$ cat src/rtl/bcc_pkg.sv
// Shared types, codes and reset values for the button click classifier.
package bcc_pkg;

    // Widths of the configuration port and the payload fields.
    localparam int CFG_IDX_W  = 3;
    localparam int CFG_DATA_W = 8;
    localparam int CNT_W      = 8;
    localparam int EVENT_W    = 3;
    localparam int PHASE_W    = 2;

    // Register reset values.
    localparam logic [CNT_W-1:0] LONG_THR_RST   = 8'd8;
    localparam logic [CNT_W-1:0] DBL_WIN_RST    = 8'd7;
    localparam logic             REPEAT_EN_RST  = 1'b0;
    localparam logic [CNT_W-1:0] REPEAT_TCK_RST = 8'd10;
    localparam logic [CNT_W-1:0] LONG_CLR_RST   = 8'd30;

    // Configuration register indexes.
    typedef enum logic [CFG_IDX_W-1:0] {
        CFG_LONG_THR   = 3'd0,
        CFG_DBL_WIN    = 3'd1,
        CFG_REPEAT_EN  = 3'd2,
        CFG_REPEAT_TCK = 3'd3,
        CFG_LONG_CLR   = 3'd4
    } t_cfg_idx;

    // Event codes reported with each result beat.
    typedef enum logic [EVENT_W-1:0] {
        EV_NONE      = 3'd0,
        EV_SHORT     = 3'd1,
        EV_DOUBLE    = 3'd2,
        EV_LONG      = 3'd3,
        EV_LONG_HELD = 3'd4
    } t_event;

    // Press phase codes.
    typedef enum logic [PHASE_W-1:0] {
        PH_UP    = 2'd0,
        PH_DOWN  = 2'd1,
        PH_SHORT = 2'd2,
        PH_LONG  = 2'd3
    } t_phase;

    // Scan sequence steps; codes five to seven are unused.
    typedef enum logic [2:0] {
        SC_IDLE    = 3'd0,
        SC_HELD    = 3'd1,
        SC_SETTLE  = 3'd2,
        SC_RELCHK  = 3'd3,
        SC_SECOND  = 3'd4
    } t_scan_step;

    // Register set handed from the configuration block to the scan logic.
    typedef struct packed {
        logic [CNT_W-1:0] long_thr;
        logic [CNT_W-1:0] dbl_win;
        logic             repeat_en;
        logic [CNT_W-1:0] repeat_tck;
        logic [CNT_W-1:0] long_clr;
    } t_cfg;

    // Increment that sticks at the top of the counter range.
    function automatic logic [CNT_W-1:0] sat_inc(input logic [CNT_W-1:0] v);
        sat_inc = (v == {CNT_W{1'b1}}) ? v : v + 1'b1;
    endfunction

endpackage

$ cat src/rtl/bcc_if.sv
// Handshake channel interfaces for the button click classifier.

// Input channel: one sampled pin level per beat.
interface bcc_in_if;
    logic valid;
    logic ready;
    logic pin_level;

    modport source (output valid, output pin_level, input ready);
    modport sink   (input valid, input pin_level, output ready);
endinterface

// Result channel: one event and press phase per beat.
interface bcc_out_if;
    logic                      valid;
    logic                      ready;
    logic [bcc_pkg::EVENT_W-1:0] event_res;
    logic [bcc_pkg::PHASE_W-1:0] press_state;

    modport source (output valid, output event_res, output press_state, input ready);
    modport sink   (input valid, input event_res, input press_state, output ready);
endinterface

// Configuration write channel.
interface bcc_cfg_if;
    logic                         valid;
    logic                         ready;
    logic [bcc_pkg::CFG_IDX_W-1:0]  index;
    logic [bcc_pkg::CFG_DATA_W-1:0] data;

    modport source (output valid, output index, output data, input ready);
    modport sink   (input valid, input index, input data, output ready);
endinterface

$ cat src/rtl/bcc_cfg.sv
// Configuration register file of the button click classifier.
module bcc_cfg (
    input  logic           i_clk,
    input  logic           i_rst_n,
    bcc_cfg_if.sink        i_cfg,
    output bcc_pkg::t_cfg  o_cfg
);

    logic [bcc_pkg::CNT_W-1:0] r_long_thr;
    logic [bcc_pkg::CNT_W-1:0] r_dbl_win;
    logic                      r_repeat_en;
    logic [bcc_pkg::CNT_W-1:0] r_repeat_tck;
    logic [bcc_pkg::CNT_W-1:0] r_long_clr;

    // Writes are always taken.
    assign i_cfg.ready = 1'b1;

    // Register writes; indexes beyond the list are ignored.
    always_ff @(posedge i_clk) begin
        if (!i_rst_n) begin
            r_long_thr   <= bcc_pkg::LONG_THR_RST;
            r_dbl_win    <= bcc_pkg::DBL_WIN_RST;
            r_repeat_en  <= bcc_pkg::REPEAT_EN_RST;
            r_repeat_tck <= bcc_pkg::REPEAT_TCK_RST;
            r_long_clr   <= bcc_pkg::LONG_CLR_RST;
        end else if (i_cfg.valid) begin
            unique case (i_cfg.index)
                bcc_pkg::CFG_LONG_THR:   r_long_thr   <= i_cfg.data;
                bcc_pkg::CFG_DBL_WIN:    r_dbl_win    <= i_cfg.data;
                bcc_pkg::CFG_REPEAT_EN:  r_repeat_en  <= i_cfg.data[0];
                bcc_pkg::CFG_REPEAT_TCK: r_repeat_tck <= i_cfg.data;
                bcc_pkg::CFG_LONG_CLR:   r_long_clr   <= i_cfg.data;
                default: ;
            endcase
        end
    end

    assign o_cfg = '{long_thr:   r_long_thr,
                     dbl_win:    r_dbl_win,
                     repeat_en:  r_repeat_en,
                     repeat_tck: r_repeat_tck,
                     long_clr:   r_long_clr};

endmodule

$ cat src/rtl/bcc_scan.sv
// Scan sequence, press state and counters of the button click classifier.
module bcc_scan (
    input  logic                 i_clk,
    input  logic                 i_rst_n,
    input  logic                 i_step,
    input  logic                 i_pressed,
    input  bcc_pkg::t_cfg        i_cfg,
    output bcc_pkg::t_event      o_event,
    output bcc_pkg::t_phase      o_phase
);

    bcc_pkg::t_scan_step       r_step,    n_step;
    bcc_pkg::t_phase           r_phase,   n_phase;
    logic [bcc_pkg::CNT_W-1:0] r_hold,    n_hold;
    logic [bcc_pkg::CNT_W-1:0] r_window,  n_window;
    logic                      r_long,    n_long;
    logic [bcc_pkg::CNT_W-1:0] r_release, n_release;

    logic [bcc_pkg::CNT_W-1:0] w_rel_inc;
    logic [bcc_pkg::CNT_W-1:0] w_hold_inc;
    logic                      w_hold_short;
    logic                      w_rel_after;

    // The release counter advances on every tick before the scan step.
    assign w_rel_inc    = bcc_pkg::sat_inc(r_release);
    assign w_hold_inc   = bcc_pkg::sat_inc(r_hold);
    assign w_hold_short = (w_hold_inc < i_cfg.long_thr);

    // Next scan step.
    always_comb begin
        n_step = r_step;
        unique case (r_step)
            bcc_pkg::SC_IDLE: begin
                if (i_pressed) begin
                    n_step = (r_window != '0) ? bcc_pkg::SC_SECOND : bcc_pkg::SC_SETTLE;
                end
            end
            bcc_pkg::SC_HELD: begin
                if (!i_pressed) begin
                    n_step = bcc_pkg::SC_SETTLE;
                end
            end
            bcc_pkg::SC_SETTLE: begin
                n_step = i_pressed ? bcc_pkg::SC_HELD : bcc_pkg::SC_RELCHK;
            end
            bcc_pkg::SC_RELCHK: begin
                n_step = i_pressed ? bcc_pkg::SC_SETTLE : bcc_pkg::SC_IDLE;
            end
            bcc_pkg::SC_SECOND: begin
                if (!i_pressed) begin
                    n_step = bcc_pkg::SC_IDLE;
                end
            end
            default: n_step = bcc_pkg::SC_IDLE;
        endcase
    end

    // Event, phase and counter updates for this tick.
    always_comb begin
        o_event     = bcc_pkg::EV_NONE;
        n_phase     = r_phase;
        n_hold      = r_hold;
        n_window    = r_window;
        n_long      = r_long;
        w_rel_after = 1'b0;
        n_release   = w_rel_inc;
        unique case (r_step)
            bcc_pkg::SC_IDLE: begin
                if (i_pressed) begin
                    n_phase = bcc_pkg::PH_DOWN;
                end else if (r_window != '0) begin
                    n_window = r_window - 1'b1;
                    if (r_window == 8'd1 && r_phase == bcc_pkg::PH_SHORT) begin
                        o_event = r_long ? bcc_pkg::EV_LONG_HELD : bcc_pkg::EV_SHORT;
                        n_phase = bcc_pkg::PH_UP;
                    end
                end else begin
                    n_hold = '0;
                end
            end
            bcc_pkg::SC_HELD: begin
                if (i_pressed) begin
                    if (w_hold_short) begin
                        n_hold  = w_hold_inc;
                        n_phase = bcc_pkg::PH_SHORT;
                    end else if (r_long) begin
                        // A further long-length hold while the long flag is set.
                        o_event = bcc_pkg::EV_LONG_HELD;
                        n_phase = bcc_pkg::PH_UP;
                        if (i_cfg.repeat_en) begin
                            n_hold = i_cfg.long_thr;
                            if (w_rel_inc >= i_cfg.repeat_tck) begin
                                o_event   = bcc_pkg::EV_LONG;
                                n_phase   = bcc_pkg::PH_LONG;
                                n_long    = 1'b1;
                                n_release = '0;
                            end
                        end else begin
                            n_hold    = '0;
                            n_release = '0;
                        end
                    end else begin
                        o_event   = bcc_pkg::EV_LONG;
                        n_phase   = bcc_pkg::PH_LONG;
                        n_long    = 1'b1;
                        n_release = '0;
                        n_hold    = i_cfg.long_thr;
                    end
                end
            end
            bcc_pkg::SC_RELCHK: begin
                if (!i_pressed) begin
                    if (r_hold < i_cfg.long_thr) begin
                        n_window = i_cfg.dbl_win;
                    end
                    n_hold = '0;
                end
            end
            bcc_pkg::SC_SECOND: begin
                if (!i_pressed) begin
                    n_phase = bcc_pkg::PH_UP;
                    o_event = bcc_pkg::EV_DOUBLE;
                end
            end
            default: ;
        endcase
        // The long flag clears once the release counter reaches its limit.
        if (n_release >= i_cfg.long_clr) begin
            w_rel_after = 1'b1;
            n_release   = '0;
            n_long      = 1'b0;
        end
    end

    assign o_phase = n_phase;

    // State registers advance once per accepted beat.
    always_ff @(posedge i_clk) begin
        if (!i_rst_n) begin
            r_step    <= bcc_pkg::SC_IDLE;
            r_phase   <= bcc_pkg::PH_UP;
            r_hold    <= '0;
            r_window  <= '0;
            r_long    <= 1'b0;
            r_release <= '0;
        end else if (i_step) begin
            r_step    <= n_step;
            r_phase   <= n_phase;
            r_hold    <= n_hold;
            r_window  <= n_window;
            r_long    <= n_long && !w_rel_after;
            r_release <= n_release;
        end
    end

endmodule

$ cat src/rtl/button_click_classifier_unit.sv
// Top level of the button click classifier: handshake, output register and assertions.
// A result beat is registered and offered in the cycle after its input beat is accepted.
// Throughput: one input beat per cycle; the single output register holds a result
// while the sink stalls and takes the next one as soon as it is read.
// Reset: synchronous, active low; clears the scan state, counters and output valid
// and loads the register defaults. No clearing pass is needed.
module button_click_classifier_unit (
    input  logic     i_clk,
    input  logic     i_rst_n,
    bcc_in_if.sink   i_in,
    bcc_out_if.source o_out,
    bcc_cfg_if.sink  i_cfg
);

    bcc_pkg::t_cfg   w_cfg;
    bcc_pkg::t_event w_event;
    bcc_pkg::t_phase w_phase;
    logic            w_accept;

    logic                        r_out_valid;
    logic [bcc_pkg::EVENT_W-1:0] r_event;
    logic [bcc_pkg::PHASE_W-1:0] r_phase;

    // Register file.
    bcc_cfg u_cfg (
        .i_clk   (i_clk),
        .i_rst_n (i_rst_n),
        .i_cfg   (i_cfg),
        .o_cfg   (w_cfg)
    );

    // A new beat is taken whenever the output register is empty or being read.
    assign i_in.ready = !r_out_valid || o_out.ready;
    assign w_accept   = i_in.valid && i_in.ready;

    // Scan logic, stepped once per accepted beat.
    bcc_scan u_scan (
        .i_clk     (i_clk),
        .i_rst_n   (i_rst_n),
        .i_step    (w_accept),
        .i_pressed (!i_in.pin_level),
        .i_cfg     (w_cfg),
        .o_event   (w_event),
        .o_phase   (w_phase)
    );

    // Output register valid flag.
    always_ff @(posedge i_clk) begin
        if (!i_rst_n) begin
            r_out_valid <= 1'b0;
        end else if (w_accept) begin
            r_out_valid <= 1'b1;
        end else if (o_out.ready) begin
            r_out_valid <= 1'b0;
        end
    end

    // Output register payload.
    always_ff @(posedge i_clk) begin
        if (w_accept) begin
            r_event <= w_event;
            r_phase <= w_phase;
        end
    end

    assign o_out.valid       = r_out_valid;
    assign o_out.event_res   = r_event;
    assign o_out.press_state = r_phase;

`ifndef NO_ASSERTIONS
    // A stalled result blocks the input side.
    a_stall_blocks_input: assert property (@(posedge i_clk) disable iff (!i_rst_n)
        (r_out_valid && !o_out.ready) |-> !i_in.ready)
        else $error("input taken while a result is stalled");

    // Every accepted beat yields a result in the next cycle.
    a_accept_gives_result: assert property (@(posedge i_clk) disable iff (!i_rst_n)
        w_accept |=> o_out.valid)
        else $error("accepted beat produced no result");

    // A double click always ends with the button up.
    a_double_is_up: assert property (@(posedge i_clk) disable iff (!i_rst_n)
        (o_out.valid && o_out.event_res == bcc_pkg::EV_DOUBLE)
            |-> o_out.press_state == bcc_pkg::PH_UP)
        else $error("double event without up phase");

    // A long event always reports the long phase.
    a_long_is_long: assert property (@(posedge i_clk) disable iff (!i_rst_n)
        (o_out.valid && o_out.event_res == bcc_pkg::EV_LONG)
            |-> o_out.press_state == bcc_pkg::PH_LONG)
        else $error("long event without long phase");
`endif

endmodule
$ cat src/flat_wrapper.sv
// flat-port wrapper written by rule: the top's interface ports become plain ports
module button_click_classifier_unit_flat 
  (i_clk, i_rst_n, i_in_valid, i_in_pin_level, i_in_ready, o_out_valid, o_out_event_res, o_out_press_state, o_out_ready, i_cfg_valid, i_cfg_index, i_cfg_data, i_cfg_ready);
  bcc_in_if i_in_i ();
  bcc_out_if o_out_i ();
  bcc_cfg_if i_cfg_i ();
  input  logic i_clk;
  input  logic i_rst_n;
  input wire logic [$bits(i_in_i.valid)-1:0] i_in_valid;
  input wire logic [$bits(i_in_i.pin_level)-1:0] i_in_pin_level;
  output wire logic [$bits(i_in_i.ready)-1:0] i_in_ready;
  output wire logic [$bits(o_out_i.valid)-1:0] o_out_valid;
  output wire logic [$bits(o_out_i.event_res)-1:0] o_out_event_res;
  output wire logic [$bits(o_out_i.press_state)-1:0] o_out_press_state;
  input wire logic [$bits(o_out_i.ready)-1:0] o_out_ready;
  input wire logic [$bits(i_cfg_i.valid)-1:0] i_cfg_valid;
  input wire logic [$bits(i_cfg_i.index)-1:0] i_cfg_index;
  input wire logic [$bits(i_cfg_i.data)-1:0] i_cfg_data;
  output wire logic [$bits(i_cfg_i.ready)-1:0] i_cfg_ready;
  assign i_in_i.valid = i_in_valid;
  assign i_in_i.pin_level = i_in_pin_level;
  assign i_in_ready = i_in_i.ready;
  assign o_out_valid = o_out_i.valid;
  assign o_out_event_res = o_out_i.event_res;
  assign o_out_press_state = o_out_i.press_state;
  assign o_out_i.ready = o_out_ready;
  assign i_cfg_i.valid = i_cfg_valid;
  assign i_cfg_i.index = i_cfg_index;
  assign i_cfg_i.data = i_cfg_data;
  assign i_cfg_ready = i_cfg_i.ready;
  button_click_classifier_unit u_core (.i_clk(i_clk), .i_rst_n(i_rst_n), .i_in(i_in_i), .o_out(o_out_i), .i_cfg(i_cfg_i));
endmodule
$ cat config.mk
export PLATFORM = sky130hd
export DESIGN_NAME = button_click_classifier_unit_flat
export DESIGN_NICKNAME = d
export VERILOG_FILES = /design/src/rtl/bcc_pkg.sv /design/src/rtl/bcc_if.sv /design/src/rtl/bcc_cfg.sv /design/src/rtl/bcc_scan.sv /design/src/rtl/button_click_classifier_unit.sv /design/src/flat_wrapper.sv
export SDC_FILE = /design/constraint.sdc
export NUM_CORES = 1
export LEC_CHECK = 0
export ABC_AREA = 1
export BUFFER_PORTS_ARGS = -buffer_cell sky130_fd_sc_hd__clkbuf_2
export CORE_ASPECT_RATIO = 0.5
export CORE_MARGIN = 3
export CORE_UTILIZATION = 46
export CTS_BUF_LIST = sky130_fd_sc_hd__clkbuf_4 sky130_fd_sc_hd__clkbuf_8
export DETAILED_ROUTE_END_ITERATION = 8
export GPL_ROUTABILITY_DRIVEN = 0
export HOLD_SLACK_MARGIN = 0.06
export PLACE_DENSITY = 0.6
export SLEW_MARGIN = 25
export SYNTH_ARGS = -nofsm -noshare
export SYNTH_HDL_FRONTEND = slang
export SYNTH_SLANG_ARGS = --single-unit
$ cat constraint.sdc
create_clock -name i_clk -period 5.58 [get_ports i_clk]
set_input_delay 0.558 -clock i_clk [delete_from_list [all_inputs] [get_ports i_clk]]
set_output_delay 0.558 -clock i_clk [all_outputs]
set_load 0.02 [all_outputs]
==> out/summary.txt, run 1 <==
I/O Buffers: 23
TritonCTS clock tree: done
routed via count: 3755
Detail Route Antenna Nets: 0
Routed Wire Length: 10.43 mm
total core area: 8374 µm²
instance area after placement: 4327 µm²
Mapped Cells: 587
Critical-path top delay cell: nor2_1
period utilisation layout: 80.46%
global-route wire length before repair: 17.41 mm
count of final max-slew check failures: 0
Area Growth Syn to Fin: 8.773%
clk sink count: 69
Total Negative Setup Slacks: 0 ns
Root Driver: clkbuf_8
Crit Path Max Fanout: 16
Final Skew: 0.01164 ns
synth unique cells: 39
CP arrival: 4.76 ns
# IOs: 25
count of nets after finishing: 657
layout cells sized above 1: 9.195%
Final Total Pwr: 1.324 mW
post-CTS setup buffer count: 0
die width: 140.3 µm
synthesized flop and latch total: 69
Max Clk Rate: 222.7 MHz
Finished Core Util: 53.91%
syn avg cell area: 7.070 µm²
Place WS: 1.143 ns
critical path launch point type: flip-flop
Post-route DRC: 0
Fin Hold WS: 0.4607 ns
number of synthesized flops with an enable pin: 5
outcome: finished clean
gr usage total: 21.46%
Hold/Removal Path Class: flip-flop to flip-flop
syn_nets: 638
Worst Path Required: 5.85 ns
Die Ht: 73.17 µm
Crit path buffers/inverters: 2
vias in the first global route: 3362
final setup fails: 0
WL/cell: 14.47 µm
vias per cell: 5.208
DP Cell Count: 707
r2r setup slk: 1.09 ns
kind of critical path: flip-flop to flip-flop
H-tree depth reported by CTS: 3
CP Capture Type: flip-flop
Max Buffers Root-to-Sink: 2
initial DRC count: 393
Worst R2R End: u_core.u_scan.r_release[1]
initial antenna violation count: 0
worst r2r path cells: 25
post-route cell area: 4514 µm²
final hold vios: 0
hold_buf cts: 0
WHS Path Cells: 2
Rel. slew slack: 36.58%
die area: 10270 µm²
post-synthesis cell area: 4150 µm²
minimum clock period: 4.489 ns
hold worst-path end: u_core.u_cfg.r_repeat_tck[2]
Reg clk slew, reported paths: 0.08 ns
TritonRoute pass-1 iters: 5
clk_lat worst skew: 0.35 ns
P_leak: 2.146 nW
placed wire-length estimate: 7.687 mm
cell mode on critical path: nand2_1
asr flop ratio synth: 0%
Slew @ Worst Pin: 0.9503 ns
Synth Flop Type: dfxtp_1
r2r startpoint: u_core.u_scan.r_release[1]
global route total overflow: 0
Synthesis Warnings: 0
RSZ-0062 raised after global routing: no
row cnt: 23
Finished Layout Cells: 721
# diodes: 0
Max-Cap Viols: 0
TritonCTS buffer count: 9
CP delay by family, top: simple AND/OR/NAND/NOR gates
maximum number of pins on one net before global-route repair: 42
post_cts resized: 0
Starting Density: 49.56%
Power Dens Cells: 293.3 nW/µm²
sequential area share after synthesis: 34.49%
worst vdd ir: 150.3 µV
Crit path largest cell delay: 0.41 ns
Final WS setup: 1.091 ns
HP Start: u_core.u_cfg.r_repeat_tck[2]
==> worst register-to-register path, delay by kind of cell (launching register included) <==
kind	cells	cell delay, ns
flip-flops	1	0.40
AO/OA/AOI/OAI	5	0.66
multiplexers	1	0.40
AND/OR/NAND/NOR	14	2.07
adder cells (fa/ha/maj)	3	0.76
buffers and inverters	2	0.11
==> cells by family (layout without fill, tap and decap cells) <==
group | Yosys count | count (layout) | synth area share, %
buffers and inverters | 103 | 125 | 9.858
adder cells (fa/ha/maj) | 34 | 34 | 10.25
multiplexers | 1 | 1 | 0.2713
flip-flops | 69 | 69 | 34.49
other | 1 | 1 | 0.09036
AND/OR/NAND/NOR | 222 | 222 | 23.97
AO/OA/AOI/OAI | 147 | 147 | 18.96
XOR/XNOR | 10 | 10 | 2.110
==> power breakdown <==
part | leakage (nW) | switching (mW) | internal (mW)
Sequential | 0.571 | 0.0286 | 0.539
Combinational | 1.48 | 0.228 | 0.117
Clock | 0.0902 | 0.198 | 0.213
==> cells in the final DEF (no fill, tap or decap), drive strengths merged, types with 2 or more instances in the layout <==
cell | netlist | routed
o21a | 2 | 2
nor4 | 4 | 4
nor2 | 54 | 54
xnor2 | 4 | 4
nor3 | 6 | 6
edfxtp | 5 | 5
clkinv | 2 | 3
ha | 34 | 34
nand4 | 11 | 11
clkbuf | 11 | 33
o21ai | 62 | 62
nand3 | 37 | 37
nand2 | 109 | 109
dfxtp | 64 | 64
clkinvlp | 0 | 2
a21oi | 67 | 67
o211ai | 8 | 8
xor2 | 6 | 6
a211oi | 4 | 4
inv | 86 | 86
==> flip-flops by register name, summed over array words and instances (netlist names) <==
signal / count
u_core.u_scan.r_window: 8
u_core.u_cfg.r_repeat_tck: 8
u_core.u_cfg.r_dbl_win: 8
u_core.o_out.valid: 1
u_core.u_scan.r_long: 1
u_core.u_scan.r_hold: 8
u_core.u_cfg.r_long_thr: 8
u_core.u_scan.r_release: 8
u_core.o_out.press_state: 2
u_core.o_out.event_res: 3
u_core.u_cfg.r_long_clr: 8
u_core.u_cfg.r_repeat_en: 1
u_core.u_scan.r_phase: 2
u_core.u_scan.r_step: 3
==> cells in the mapped netlist (2+ instances only) <==
master / count / area [µm²]
nand2_1: 102 / 382.9
inv_1: 82 / 307.8
a21oi_1: 67 / 335.3
dfxtp_1: 64 / 1281
nor2_1: 51 / 191.4
o21ai_0: 49 / 245.2
nand3_1: 35 / 175.2
ha_1: 34 / 425.4
o21ai_1: 13 / 65.06
clkbuf_1: 11 / 41.29
nand4_1: 11 / 68.82
o211ai_1: 8 / 60.06
nor3_1: 6 / 30.03
xor2_1: 6 / 52.55
edfxtp_1: 5 / 150.1
inv_2: 4 / 15.01
nand2_2: 4 / 25.02
nor4_1: 4 / 25.02
xnor2_1: 4 / 35.03
a211oi_1: 3 / 22.52
nand2_4: 3 / 33.78
clkinv_1: 2 / 7.510
nor2_4: 2 / 22.52
o21a_1: 2 / 15.01
==> area by class of cell <==
type	count	area, µm²
multi-input cells	415	2310
repair buffers	23	115.1
fillers	824	3860
clock buffers	10	137.6
flip-flops and latches	69	1431
clock inverters	4	50.05
inverters	88	330.3
well taps	112	140.1
==> metal layers <==
| metal | vias to the layer above | routed length, µm | share of wire (%) | global-route usage [%] |
|---|---|---|---|---|
| met1 | 1671 | 5673 | 54 | 32.11 |
| met5 | - | 0 | 0 | 0 |
| met3 | 7 | 552 | 5.3 | 5.825 |
| met2 | 90 | 4134 | 40 | 30.67 |
| li1 | 1987 | - | - | - |
| met4 | 0 | 74 | 0.71 | 4.619 |
==> worst max path at each step <==
stage                                     from                    endpoint  cells after the start
floorplan           u_core.u_scan.r_release[0]  u_core.u_scan.r_release[7]                     26
global placement    u_core.u_scan.r_release[0]  u_core.u_scan.r_release[5]                     25
detailed placement  u_core.u_scan.r_release[0]  u_core.u_scan.r_release[1]                     25
CTS                 u_core.u_scan.r_release[1]  u_core.u_scan.r_release[7]                     25
global route        u_core.u_scan.r_release[1]  u_core.u_scan.r_release[1]                     25
finish              u_core.u_scan.r_release[1]  u_core.u_scan.r_release[1]                     25
Note: power is estimated with default switching activity, not from simulation.
==> run 2, diff against run 1 <==
--- a/config.mk
+++ b/config.mk
@@ -14,7 +14,7 @@
 export DETAILED_ROUTE_END_ITERATION = 8
 export GPL_ROUTABILITY_DRIVEN = 0
 export HOLD_SLACK_MARGIN = 0.06
-export PLACE_DENSITY = 0.6
+export PLACE_DENSITY = 0.63
 export SLEW_MARGIN = 25
 export SYNTH_ARGS = -nofsm -noshare
 export SYNTH_HDL_FRONTEND = slang
==> constraint.sdc (replaced) <==
create_clock -name i_clk -period 4.12 [get_ports i_clk]
set_input_delay 0.412 -clock i_clk [delete_from_list [all_inputs] [get_ports i_clk]]
set_output_delay 0.412 -clock i_clk [all_outputs]
set_load 0.02 [all_outputs]
==> run 2 against run 1 <==
Count of clock-buffer cells in the layout up 3. Critical path depth increased by 1. Global-route usage fell by 0.51 points. Sequential power rose by 36%. Sequential cell count stayed put. Fmax grew 15%. Critical path type unchanged. Critical endpoint is now u_core.u_scan.r_release[0]. Highest routed layer unchanged.
==> out/summary.txt, run 2 (synthesis gave the netlist of run 1 again) <==
global-route wire length before repair: 16.80 mm (-3.5%)
TritonCTS buffer count: 9 (unchanged)
Final Skew: 0.005766 ns (-0.005872 ns)
die width: 140.3 µm (unchanged)
instance area after placement: 4402 µm² (+1.7%)
minimum clock period: 3.920 ns (-0.5696 ns)
DP Cell Count: 717 (+1.4%)
Max Clk Rate: 255.1 MHz (+15%)
CP Capture Type: flip-flop
gr usage total: 20.95% (-0.51 points)
Routed Wire Length: 10.43 mm (unchanged)
H-tree depth reported by CTS: 3 (unchanged)
post-route cell area: 4721 µm² (+4.6%)
most frequent cells in the layout: nand2_1, inv_1, a21oi_1
hold_buf cts: 0 (unchanged)
Finished Core Util: 56.37% (+2.5 points)
row cnt: 23 (unchanged)
I/O Buffers: 23 (unchanged)
cell mode on critical path: nand2_1
P_leak: 2.257 nW (+5.2%)
outcome: finished clean
count of nets after finishing: 671 (+2.1%)
vias per cell: 5.224 (+0.30%)
Max Buffers Root-to-Sink: 2 (unchanged)
internal power: 1.299 mW (+49%)
switch share: 31.63% (-2.7 points)
sw power: 0.6010 mW (+32%)
CP delay by family, top: simple AND/OR/NAND/NOR gates
final setup fails: 0 (unchanged)
routed via count: 3850 (+2.5%)
Final WS setup: 0.2002 ns (-0.8904 ns)
Place WS: -0.06864 ns (-1.211 ns)
Slew @ Worst Pin: 0.9764 ns (+0.02603 ns)
placed wire-length estimate: 7.613 mm (-0.97%)
kind of critical path: flip-flop to flip-flop
initial antenna violation count: 0 (unchanged)
CP startpoint: u_core.u_scan.r_release[0]
Finished Layout Cells: 737 (+2.2%)
Total Negative Setup Slacks: 0 ns (unchanged)
# IOs: 25 (unchanged)
Sequential Power Share: 40.5% (-2.4 points)
CP arrival: 4.18 ns (-0.58 ns)
stages on the worst setup path: 26 (+4.0%)
Crit path largest cell delay: 0.38 ns (-0.03 ns)
layout cells sized above 1: 13.44% (+4.2 points)
# diodes: 0 (unchanged)
Max-Cap Viols: 0 (unchanged)
Starting Density: 49.56% (unchanged)
WHS Path Cells: 4 (+2)
r2r startpoint: u_core.u_scan.r_release[0]
period utilisation layout: 95.14% (+15 points)
TritonRoute pass-1 iters: 5 (unchanged)
final hold vios: 0 (unchanged)
TritonCTS clock tree: done
Post-route DRC: 0 (unchanged)
worst r2r path cells: 26 (+4.0%)
clk sink count: 69 (unchanged)
global route total overflow: 0 (unchanged)
Rel. slew slack: 34.84% (-1.7 points)
count of final max-slew check failures: 0 (unchanged)
worst vdd ir: 153.3 µV (+2.0%)
Area Growth Syn to Fin: 13.75%
clk_lat worst skew: 0.35 ns (about the same)
total core area: 8374 µm² (unchanged)
initial DRC count: 288 (-27%)
Hold/Removal Path Class: input port to flip-flop
WL/cell: 14.16 µm (-2.2%)
most common cell after layout, fill and taps aside: nand2_1
Crit path buffers/inverters: 3 (+1)
Crit Path Max Fanout: 10 (-6)
Comb power frac: 24.5% (-1.6 points)
Critical-path top delay cell: dfxtp_2
critical path launch point type: flip-flop
Detail Route Antenna Nets: 0 (unchanged)
Root Driver: clkbuf_8
Worst Path Required: 4.38 ns (-1.47 ns)
maximum number of pins on one net before global-route repair: 42 (unchanged)
Reg clk slew, reported paths: 0.07 ns (about the same)
Die Ht: 73.17 µm (unchanged)
vias in the first global route: 3288 (-2.2%)
Clk pwr share: 35.0% (+4.0 points)
HP Start: o_out_ready
die area: 10270 µm² (unchanged)
Power Dens Cells: 402.5 nW/µm² (+37%)
[run 2: worst paths after layout]
check,endpoint,slack [ns]
setup reg to reg,u_core.u_scan.r_release[0],0.20
setup / recovery,u_core.u_scan.r_release[0],0.20
hold reg to reg,u_core.u_cfg.r_dbl_win[6],0.46
hold / removal,u_core.o_out.valid,0.37
[run 2: tightest hold or removal path: cells and delay by family]
family / cells / cell delay (ns)
buf+inv: 2 / 0.11
simple gates: 1 / 0.08
compound gates: 1 / 0.07
[run 2: per-stage QoR]
stage	power [mW]	hold WS (ns)
5_1_grt	2.034	0.3738
3_5_place_dp	1.241	0.4467
3_3_place_gp	1.237	0.4384
2_1_floorplan	1.132	0.4245
4_1_cts	1.906	0.3559
6_report	1.900	0.3685
[run 2: power groups by stage]
stage	registers, mW	logic (mW)	clock network (mW)
3_3_place_gp	0.782	0.455	0
4_1_cts	0.768	0.461	0.677
3_5_place_dp	0.783	0.458	0
6_report	0.770	0.465	0.665
2_1_floorplan	0.783	0.349	0
5_1_grt	0.777	0.551	0.706
[run 2: final cells by class]
| type | count | area (µm²) |
|---|---|---|
| timing repair buffer | 37 | 220.2 |
| tap | 112 | 140.1 |
| fill | 809 | 3654 |
| inverter | 88 | 330.3 |
| sequential | 69 | 1435 |
| clock buffer | 13 | 178.9 |
| multi-input combinational | 415 | 2351 |
| clock inverter | 3 | 65.06 |
[run 2: repair_timing]
item                                    in CTS  in global routing
pin swaps                                    0                  5
hold endpoints to repair                     0                  0
endpoints found under the setup margin       8                  9
setup buffers                                0                  4
gates resized for setup                      1                 12
[run 2: routing by layer]
metal	track usage (%)	wire length, µm
met2	32.15	4434
met4	4.941	95
met1	30.27	5351
met5	0	0
met3	4.516	553
